--- src/rtl/bst_pkg.sv ---
// ----------------------------------------------------------------------------
// bst_pkg
// Shared types, codes and the microcode table of the bounded set table.
// ----------------------------------------------------------------------------
package bst_pkg;

    // Default number of set members
    localparam int CAPACITY_DEF = 16;

    // Field widths fixed by the interface
    localparam int VALUE_W  = 32;
    localparam int COUNT_W  = 5;
    localparam int STEP_W   = 5;

    // Operation codes carried on func
    typedef enum logic [1:0] {
        OP_CONTAINS = 2'd0,
        OP_INSERT   = 2'd1,
        OP_REMOVE   = 2'd2,
        OP_CLEAR    = 2'd3
    } op_t;

    // Result status codes
    typedef enum logic [1:0] {
        ST_OK   = 2'd0,
        ST_MISS = 2'd1,
        ST_FULL = 2'd2
    } status_t;

    // Jump conditions
    typedef enum logic [3:0] {
        COND_FALL,      // never jump
        COND_ALWAYS,
        COND_NO_START,
        COND_CLEAR,
        COND_INSERT,
        COND_CONTAINS,
        COND_REMOVE,
        COND_END,       // index has reached the member count
        COND_DIFFER,    // fetched member differs from the operand
        COND_FULL
    } cond_t;

    // Datapath actions
    typedef enum logic [3:0] {
        ACT_NONE,
        ACT_LATCH,      // take a new word, index to zero
        ACT_INC,        // index + 1
        ACT_SHIFT,      // move fetched member down one place, index + 1
        ACT_DEC,        // count - 1
        ACT_APPEND,     // store operand after last member, count + 1
        ACT_CLEAR,      // count to zero
        ACT_DONE_OK,
        ACT_DONE_MISS,
        ACT_DONE_FULL
    } act_t;

    typedef logic [STEP_W-1:0] step_t;

    // One control word of the program
    typedef struct packed {
        act_t  act;
        cond_t cond;
        step_t target;
    } ctrl_word_t;

    // Flags from the datapath to the sequencer
    typedef struct packed {
        logic start;
        op_t  op;
        logic at_end;
        logic differ;
        logic full;
    } dp_flags_t;

    // Program step addresses
    localparam step_t STEP_IDLE     = 5'd0;
    localparam step_t STEP_DISP     = 5'd1;
    localparam step_t STEP_SRCH     = 5'd2;
    localparam step_t STEP_CMP      = 5'd3;
    localparam step_t STEP_FOUND    = 5'd4;
    localparam step_t STEP_FOUND2   = 5'd5;
    localparam step_t STEP_SHRD     = 5'd6;
    localparam step_t STEP_SHWR     = 5'd7;
    localparam step_t STEP_DEC      = 5'd8;
    localparam step_t STEP_ABSENT   = 5'd9;
    localparam step_t STEP_ABSENT2  = 5'd10;
    localparam step_t STEP_ROOM     = 5'd11;
    localparam step_t STEP_APPEND   = 5'd12;
    localparam step_t STEP_CLR      = 5'd13;
    localparam step_t STEP_R_OK     = 5'd14;
    localparam step_t STEP_R_MISS   = 5'd15;
    localparam step_t STEP_R_FULL   = 5'd16;

    // Microcode ROM: jump to target when cond holds, else fall through
    function automatic ctrl_word_t ucode_rom(input step_t pc);
        ctrl_word_t w;
        begin
            w = '{act: ACT_NONE, cond: COND_ALWAYS, target: STEP_IDLE};
            case (pc)
                STEP_IDLE:    w = '{ACT_LATCH,     COND_NO_START, STEP_IDLE};
                STEP_DISP:    w = '{ACT_NONE,      COND_CLEAR,    STEP_CLR};
                // search: fetch at index, compare next step
                STEP_SRCH:    w = '{ACT_NONE,      COND_END,      STEP_ABSENT};
                STEP_CMP:     w = '{ACT_INC,       COND_DIFFER,   STEP_SRCH};
                // found, index now one past the match
                STEP_FOUND:   w = '{ACT_NONE,      COND_INSERT,   STEP_R_MISS};
                STEP_FOUND2:  w = '{ACT_NONE,      COND_CONTAINS, STEP_R_OK};
                // remove: close the gap one member at a time
                STEP_SHRD:    w = '{ACT_NONE,      COND_END,      STEP_DEC};
                STEP_SHWR:    w = '{ACT_SHIFT,     COND_ALWAYS,   STEP_SHRD};
                STEP_DEC:     w = '{ACT_DEC,       COND_ALWAYS,   STEP_R_OK};
                // absent
                STEP_ABSENT:  w = '{ACT_NONE,      COND_REMOVE,   STEP_R_MISS};
                STEP_ABSENT2: w = '{ACT_NONE,      COND_CONTAINS, STEP_R_MISS};
                STEP_ROOM:    w = '{ACT_NONE,      COND_FULL,     STEP_R_FULL};
                STEP_APPEND:  w = '{ACT_APPEND,    COND_ALWAYS,   STEP_R_OK};
                STEP_CLR:     w = '{ACT_CLEAR,     COND_ALWAYS,   STEP_R_OK};
                // results
                STEP_R_OK:    w = '{ACT_DONE_OK,   COND_ALWAYS,   STEP_IDLE};
                STEP_R_MISS:  w = '{ACT_DONE_MISS, COND_ALWAYS,   STEP_IDLE};
                STEP_R_FULL:  w = '{ACT_DONE_FULL, COND_ALWAYS,   STEP_IDLE};
                default:      w = '{ACT_NONE,      COND_ALWAYS,   STEP_IDLE};
            endcase
            return w;
        end
    endfunction

endpackage

--- src/rtl/bst_ram.sv ---
// ----------------------------------------------------------------------------
// bst_ram
// Generic RAM: one write port, one read port with registered read data.
// ----------------------------------------------------------------------------
module bst_ram #(
    parameter int WIDTH = 32,
    parameter int DEPTH = 16,
    localparam int AW = (DEPTH > 1) ? $clog2(DEPTH) : 1
) (
    input  logic             clk,
    input  logic             we,
    input  logic [AW-1:0]    waddr,
    input  logic [WIDTH-1:0] wdata,
    input  logic [AW-1:0]    raddr,
    output logic [WIDTH-1:0] rdata
);

    logic [WIDTH-1:0] mem [DEPTH];

    // Write port
    always_ff @(posedge clk)
    begin
        if (we)
        begin
            mem[waddr] <= wdata;
        end
    end

    // Registered read port
    always_ff @(posedge clk)
    begin
        rdata <= mem[raddr];
    end

endmodule

--- src/rtl/bst_sequencer.sv ---
// ----------------------------------------------------------------------------
// bst_sequencer
// Step counter, microcode ROM and conditional jump logic.
// ----------------------------------------------------------------------------
module bst_sequencer (
    input  logic                clk,
    input  logic                rst_n,
    input  bst_pkg::dp_flags_t  flags,
    output bst_pkg::act_t       act,
    output logic                busy
);

    bst_pkg::step_t      pc_reg;
    bst_pkg::step_t      pc_next;
    bst_pkg::ctrl_word_t word;
    logic                take;

    // Fetch current control word
    assign word = bst_pkg::ucode_rom(pc_reg);

    // Jump condition select
    always_comb
    begin
        take = 1'b0;
        unique case (word.cond)
            bst_pkg::COND_FALL:     take = 1'b0;
            bst_pkg::COND_ALWAYS:   take = 1'b1;
            bst_pkg::COND_NO_START: take = !flags.start;
            bst_pkg::COND_CLEAR:    take = (flags.op == bst_pkg::OP_CLEAR);
            bst_pkg::COND_INSERT:   take = (flags.op == bst_pkg::OP_INSERT);
            bst_pkg::COND_CONTAINS: take = (flags.op == bst_pkg::OP_CONTAINS);
            bst_pkg::COND_REMOVE:   take = (flags.op == bst_pkg::OP_REMOVE);
            bst_pkg::COND_END:      take = flags.at_end;
            bst_pkg::COND_DIFFER:   take = flags.differ;
            bst_pkg::COND_FULL:     take = flags.full;
            default:                take = 1'b0;
        endcase
    end

    // Next step
    always_comb
    begin
        pc_next = take ? word.target : bst_pkg::step_t'(pc_reg + 1'b1);
    end

    always_ff @(posedge clk or negedge rst_n)
    begin
        if (!rst_n)
        begin
            pc_reg <= bst_pkg::STEP_IDLE;
        end
        else
        begin
            pc_reg <= pc_next;
        end
    end

    assign act  = word.act;
    assign busy = (pc_reg != bst_pkg::STEP_IDLE);

endmodule

--- src/rtl/bst_datapath.sv ---
// ----------------------------------------------------------------------------
// bst_datapath
// Operand, index and count registers, member memory and result registers.
// ----------------------------------------------------------------------------
module bst_datapath #(
    parameter int CAPACITY = bst_pkg::CAPACITY_DEF
) (
    input  logic                          clk,
    input  logic                          rst_n,
    input  logic                          start,
    input  logic [1:0]                    func,
    input  logic [bst_pkg::VALUE_W-1:0]   value,
    input  bst_pkg::act_t                 act,
    output bst_pkg::dp_flags_t            flags,
    output logic                          done,
    output logic [1:0]                    status,
    output logic [bst_pkg::COUNT_W-1:0]   count
);

    localparam int AW = (CAPACITY > 1) ? $clog2(CAPACITY) : 1;
    localparam int CW = $clog2(CAPACITY + 1);

    bst_pkg::op_t                op_reg,     op_next;
    logic [bst_pkg::VALUE_W-1:0] val_reg,    val_next;
    logic [CW-1:0]               idx_reg,    idx_next;
    logic [CW-1:0]               cnt_reg,    cnt_next;
    logic                        done_reg,   done_next;
    bst_pkg::status_t            status_reg, status_next;
    logic [bst_pkg::COUNT_W-1:0] count_reg,  count_next;

    logic                        we;
    logic [CW-1:0]               idx_prev;
    logic [CW-1:0]               waddr_full;
    logic [bst_pkg::VALUE_W-1:0] wdata;
    logic [bst_pkg::VALUE_W-1:0] rdata;
    logic [31:0]                 cnt_ext;

    // Member store
    bst_ram #(
        .WIDTH (bst_pkg::VALUE_W),
        .DEPTH (CAPACITY)
    ) u_mem (
        .clk   (clk),
        .we    (we),
        .waddr (waddr_full[AW-1:0]),
        .wdata (wdata),
        .raddr (idx_reg[AW-1:0]),
        .rdata (rdata)
    );

    // Write port: shift writes one below the index, append writes at count
    assign idx_prev   = idx_reg - 1'b1;
    assign we         = (act == bst_pkg::ACT_SHIFT) || (act == bst_pkg::ACT_APPEND);
    assign waddr_full = (act == bst_pkg::ACT_SHIFT) ? idx_prev : cnt_reg;
    assign wdata      = (act == bst_pkg::ACT_SHIFT) ? rdata : val_reg;

    // Flags to the sequencer
    assign flags.start  = start;
    assign flags.op     = op_reg;
    assign flags.at_end = (idx_reg == cnt_reg);
    assign flags.differ = (rdata != val_reg);
    assign flags.full   = (cnt_reg == CW'(CAPACITY));

    // Count as seen on the result port (low bits)
    assign cnt_ext = 32'(cnt_next);

    // Action decode
    always_comb
    begin
        op_next     = op_reg;
        val_next    = val_reg;
        idx_next    = idx_reg;
        cnt_next    = cnt_reg;
        done_next   = 1'b0;
        status_next = status_reg;
        count_next  = count_reg;
        unique case (act) inside
            bst_pkg::ACT_NONE:
            begin
            end
            bst_pkg::ACT_LATCH:
            begin
                if (start)
                begin
                    op_next  = bst_pkg::op_t'(func);
                    val_next = value;
                    idx_next = '0;
                end
            end
            bst_pkg::ACT_INC, bst_pkg::ACT_SHIFT:
            begin
                idx_next = idx_reg + 1'b1;
            end
            bst_pkg::ACT_DEC:
            begin
                cnt_next = cnt_reg - 1'b1;
            end
            bst_pkg::ACT_APPEND:
            begin
                cnt_next = cnt_reg + 1'b1;
            end
            bst_pkg::ACT_CLEAR:
            begin
                cnt_next = '0;
            end
            bst_pkg::ACT_DONE_OK:
            begin
                done_next   = 1'b1;
                status_next = bst_pkg::ST_OK;
                count_next  = cnt_ext[bst_pkg::COUNT_W-1:0];
            end
            bst_pkg::ACT_DONE_MISS:
            begin
                done_next   = 1'b1;
                status_next = bst_pkg::ST_MISS;
                count_next  = cnt_ext[bst_pkg::COUNT_W-1:0];
            end
            bst_pkg::ACT_DONE_FULL:
            begin
                done_next   = 1'b1;
                status_next = bst_pkg::ST_FULL;
                count_next  = cnt_ext[bst_pkg::COUNT_W-1:0];
            end
            default:
            begin
            end
        endcase
    end

    // Control registers
    always_ff @(posedge clk or negedge rst_n)
    begin
        if (!rst_n)
        begin
            cnt_reg  <= '0;
            done_reg <= 1'b0;
        end
        else
        begin
            cnt_reg  <= cnt_next;
            done_reg <= done_next;
        end
    end

    // Payload registers
    always_ff @(posedge clk)
    begin
        op_reg     <= op_next;
        val_reg    <= val_next;
        idx_reg    <= idx_next;
        status_reg <= status_next;
        count_reg  <= count_next;
    end

    assign done   = done_reg;
    assign status = status_reg;
    assign count  = count_reg;

endmodule

--- src/rtl/bounded_set_table.sv ---
// ----------------------------------------------------------------------------
// bounded_set_table
// Set of up to CAPACITY distinct 32-bit values kept in insertion order.
// ----------------------------------------------------------------------------
// Usage:
//   Input word: func (contains, insert, remove, clear) and value. A word is
//   taken on a rising edge with start high and busy low; func and value are
//   sampled on that edge only.
//   Result word: status and count, shown for exactly one cycle with done
//   high. The receiver cannot stall; it must take the word in that cycle.
//   Operation: a microcoded loop over one single-port-read member RAM.
//   Search reads and compares one member at a time; a remove then moves
//   members down one at a time. Busy stays high shortest for clear and
//   longest for a remove of any member of a full set, or an insert into a
//   full set, and done rises as busy falls. One item is in work at a time;
//   busy is high from acceptance until done is raised, and a new word may
//   be started in the cycle done is high.
//   Reset: the member count and the step counter are cleared; no clearing
//   pass runs, the block is ready on the first cycle after reset.
// ----------------------------------------------------------------------------
module bounded_set_table #(
    parameter int CAPACITY = bst_pkg::CAPACITY_DEF
) (
    input  logic                          clk,
    input  logic                          rst_n,
    input  logic                          start,
    output logic                          busy,
    input  logic [1:0]                    func,
    input  logic signed [bst_pkg::VALUE_W-1:0] value,
    output logic                          done,
    output logic [1:0]                    status,
    output logic [bst_pkg::COUNT_W-1:0]   count
);

    bst_pkg::act_t      act;
    bst_pkg::dp_flags_t flags;

    // Program sequencer
    bst_sequencer u_seq (
        .clk   (clk),
        .rst_n (rst_n),
        .flags (flags),
        .act   (act),
        .busy  (busy)
    );

    // Datapath and member store
    bst_datapath #(
        .CAPACITY (CAPACITY)
    ) u_dp (
        .clk    (clk),
        .rst_n  (rst_n),
        .start  (start),
        .func   (func),
        .value  ($unsigned(value)),
        .act    (act),
        .flags  (flags),
        .done   (done),
        .status (status),
        .count  (count)
    );

endmodule
--- config.mk ---
export PLATFORM = sky130hd
export DESIGN_NAME = bounded_set_table
export DESIGN_NICKNAME = d
export VERILOG_FILES = /design/src/rtl/bst_pkg.sv /design/src/rtl/bst_ram.sv /design/src/rtl/bst_sequencer.sv /design/src/rtl/bst_datapath.sv /design/src/rtl/bounded_set_table.sv
export SDC_FILE = /design/constraint.sdc
export NUM_CORES = 1
export LEC_CHECK = 0
export ABC_CLOCK_PERIOD_IN_PS = 6100
export BUFFER_PORTS_ARGS = -buffer_cell sky130_fd_sc_hd__clkbuf_2
export CAP_MARGIN = 0
export CORE_MARGIN = 5
export CORE_UTILIZATION = 27
export CTS_CLUSTER_SIZE = 25
export DETAILED_ROUTE_END_ITERATION = 12
export GPL_TIMING_DRIVEN = 0
export PLACE_DENSITY = 0.48
export SLEW_MARGIN = 20
export SYNTH_ARGS = -nofsm -noshare
export SYNTH_HDL_FRONTEND = slang
export SYNTH_SLANG_ARGS = --single-unit
--- constraint.sdc ---
create_clock -name clk -period 6.1 [get_ports clk]
set_input_delay 1.22 -clock clk [delete_from_list [all_inputs] [get_ports clk]]
set_output_delay 1.22 -clock clk [all_outputs]
set_load 0.02 [all_outputs]
==> out/qor.csv <==
metric,value,unit
status,finished clean,
via/cell ratio,4.663,
vias in the first global route,12040,
Synth Area in Adders,0.7229,%
post-layout util,32.89,%
R2R Setup Slk,1.63,ns
maximum vdd ir drop,0.2369,mV
Critical R2R Capture,u_dp.u_mem.mem[9][14],
drt first-iter violations,950,
synthesized area,23540,sq um
Post-synth EDFFs,558,
synth top area cells,"edfxtp_1, mux4_2, dfxtp_1",
Crit path arrival time,4.83,ns
grt ovf,0,
number of buffers added on ports,45,
Syn Inst Count,1158,
Max clock buf depth,3,
critical-path cell list,clkbuf_1 -> clkbuf_1 -> clkbuf_1 -> inv_1 -> ha_1 -> inv_1 -> nor3_1 -> a31oi_1 -> nor2_4 -> buf_16 -> buf_16 -> buf_16,
Final Setup Violations,0,
TNS Setup,0,ns
largest family of logic cells by synthesized area,multiplexers,
global-route wire length before repair,88760,um
Setup Buffers After CTS,0,
Worst Setup Start Kind,flip-flop,
Post-Synth XOR/XNOR Area,1.674,%
"area leader, netlist",edfxtp_1,
RSZ-0062 raised after global routing,no,
most frequent cells in the layout,"edfxtp_1, mux4_2, nand2_1",
Worst Tran Pin Value,1.112,ns
Post-DRT Antenna Nets,0,
Initial Util,27.17,%
"Hold Vio Cnt, Final",0,
critical path type,flip-flop to flip-flop,
"Hold-fix buffers, CTS",0,
Crit. Startpoint,u_dp.idx_reg[1],
DRC violations left,0,
Hold Path Class,input port to asynchronous set/reset pin,
Routed wire per std cell,24.56,um
ANT cells,0,
post-layout minimum cycle time,4.468,ns
Mean Syn Cell Area,20.33,sq um
Max Slew Vio Count,0,
Worst path max stage delay,0.82,ns
area grow syn2layout,21.04,%
Vias,11760,
Core Area,86620,sq um
CP max-delay cell,a31oi_1,
Max Cap Violations,0,
Worst slew margin,25.49,%
max reg flops,512,
reg2reg path depth,12,
die width,305.3,um
CTS tree,yes,
Vert. Die Dim,305.3,um
Tcrit/Tclk final,73.25,%
Max Clock Skew,0.03589,ns
distinct cell type count after synthesis,61,
final net count,1364,
Post-Route WL,61940,um
clock-pin slew on the worst setup and hold paths,0.06,ns
Max Clock Freq,0.2238,GHz
share of Yosys cell area claimed by the top area cell type,71.19,%
H-tree depth,3,
power density over cell area,496.3,nW/um^2
Tot GR Track Use,13.15,%
"commonest non-fill, non-tap cell in the layout",edfxtp_1,
row cnt,108,
Num CTS Buffers,67,
Ys Warns,0,
CP endpoint,u_dp.u_mem.mem[9][14],
GPL Wtd Cong,0.7631,
Synth Area in Simple Gates,4.035,%
antenna violations before repair,0,
DRT Pass-1 Iters,5,
I/O Pins,46,
worst-skew pair later-pin latency,0.61,ns
layout cells sized above 1,29.04,%
"FFs w/ async S/R, synth",1.830,%
DP Wirelength,40930,um
largest net degree at the start of global routing,17,
"Seq/Total Area, Yosys",75.08,%
#FFs+latches synth,601,
Worst setup EP type,flip-flop,
die area,93180,sq um
LEAKAGE,9.121,nW
Syn Nets,1208,
CP required,6.46,ns
CP max FO,10,
TritonCTS Sinks,601,
Root Buffer,clkbuf_16,
PostCTS Resize Cnt,0,
fraction of the mapped netlist area in compound gates,1.674,%
mux share of post-synthesis cell area,15.61,%
ys flop type,edfxtp_1,
FF-to-FF Start,u_dp.idx_reg[1],
-- synth_stat cells, drive strengths merged (2+ instances only) --
cell and number:
edfxtp 558, mux4 160, nand2 119, xnor2 41, dfxtp 32, nor2 31
clkbuf 27, buf 23, o21ai 17, inv 16, a21oi 12, ha 12
dfrtp 11, nor3 9, nand3 8, nand4 8, nand2b 6, a31oi 5
nor2b 5, nand3b 4, o21bai 4, or2 4, xor2 4, a211oi 3
mux2 3, mux2i 3, o21a 3, a32oi 2, and2 2, nor3b 2
nor4 2, o211ai 2, or4 2
-- worst max-delay path, delay by kind of cell, from the launching register on --
kind	cells	cell delay (ns)
buffers and inverters	8	2.38
AOI/OAI and AO/OA	1	0.82
and+or+nand+nor	2	0.32
DFF	1	0.35
adders and majority gates	1	0.32
-- layout make-up --
cell class	count	area, sq um
tap	1155	1445
buffer	50	234.0
timing repair buffer	87	1179
fill	8199	58130
inverter	16	60.06
sequential	601	17670
multi-input combinational	491	5714
clock buffer	99	1877
clock inverter	23	309.0
-- cell families (layout without fill, tap and decap cells) --
kind of cell    Yosys count  count (layout)
compound gates           60              60
xor+xnor                 45              45
fa+ha+maj                13              13
buf+inv                  66             275
flops                   601             601
mux                     166             166
simple gates            207             207
-- metal layers --
metal | GRT usage, % | vias to the layer above | routed length (um)
li1 | - | 5012 | -
met1 | 18.56 | 6335 | 27900
met2 | 20.66 | 325 | 28840
met3 | 3.109 | 89 | 3637
met4 | 3.495 | 0 | 1563
met5 | 0 | - | 0
-- worst min path at each step --
stage / start / to / slack, ns / cells after the start
after floorplan: u_dp.cnt_reg[2] / u_dp.cnt_reg[2] / 0.55 / 2
after global placement: u_dp.cnt_reg[4] / u_dp.cnt_reg[4] / 0.67 / 2
after detailed placement: u_dp.cnt_reg[4] / u_dp.cnt_reg[4] / 0.68 / 2
after CTS: rst_n / u_seq.pc_reg[4] / 0.47 / 1
after global routing: rst_n / u_seq.pc_reg[4] / 0.50 / 1
final: rst_n / u_seq.pc_reg[2] / 0.50 / 1
-- stage by stage --
step           std cells  instance area [sq um]  hold WS (ns)  power [mW]  worst slack, ns
3_3_place_gp        2358                  25210        0.6732       10.02           -5.322
2_1_floorplan       1158                  23540        0.5548       8.617           0.2149
3_5_place_dp        2400                  26300        0.6834       10.26            1.636
5_1_grt             2522                  28490        0.4995       14.82            1.434
6_report            2522                  28490        0.4961       14.14            1.632
4_1_cts             2522                  28480        0.4735       14.33            1.607
-- where the power goes --
group	switching [mW]	internal, mW
Combinational	2.63	1.79
Clock	1.65	2.37
Sequential	0.246	5.46
Power figures use the tool's default switching activity.
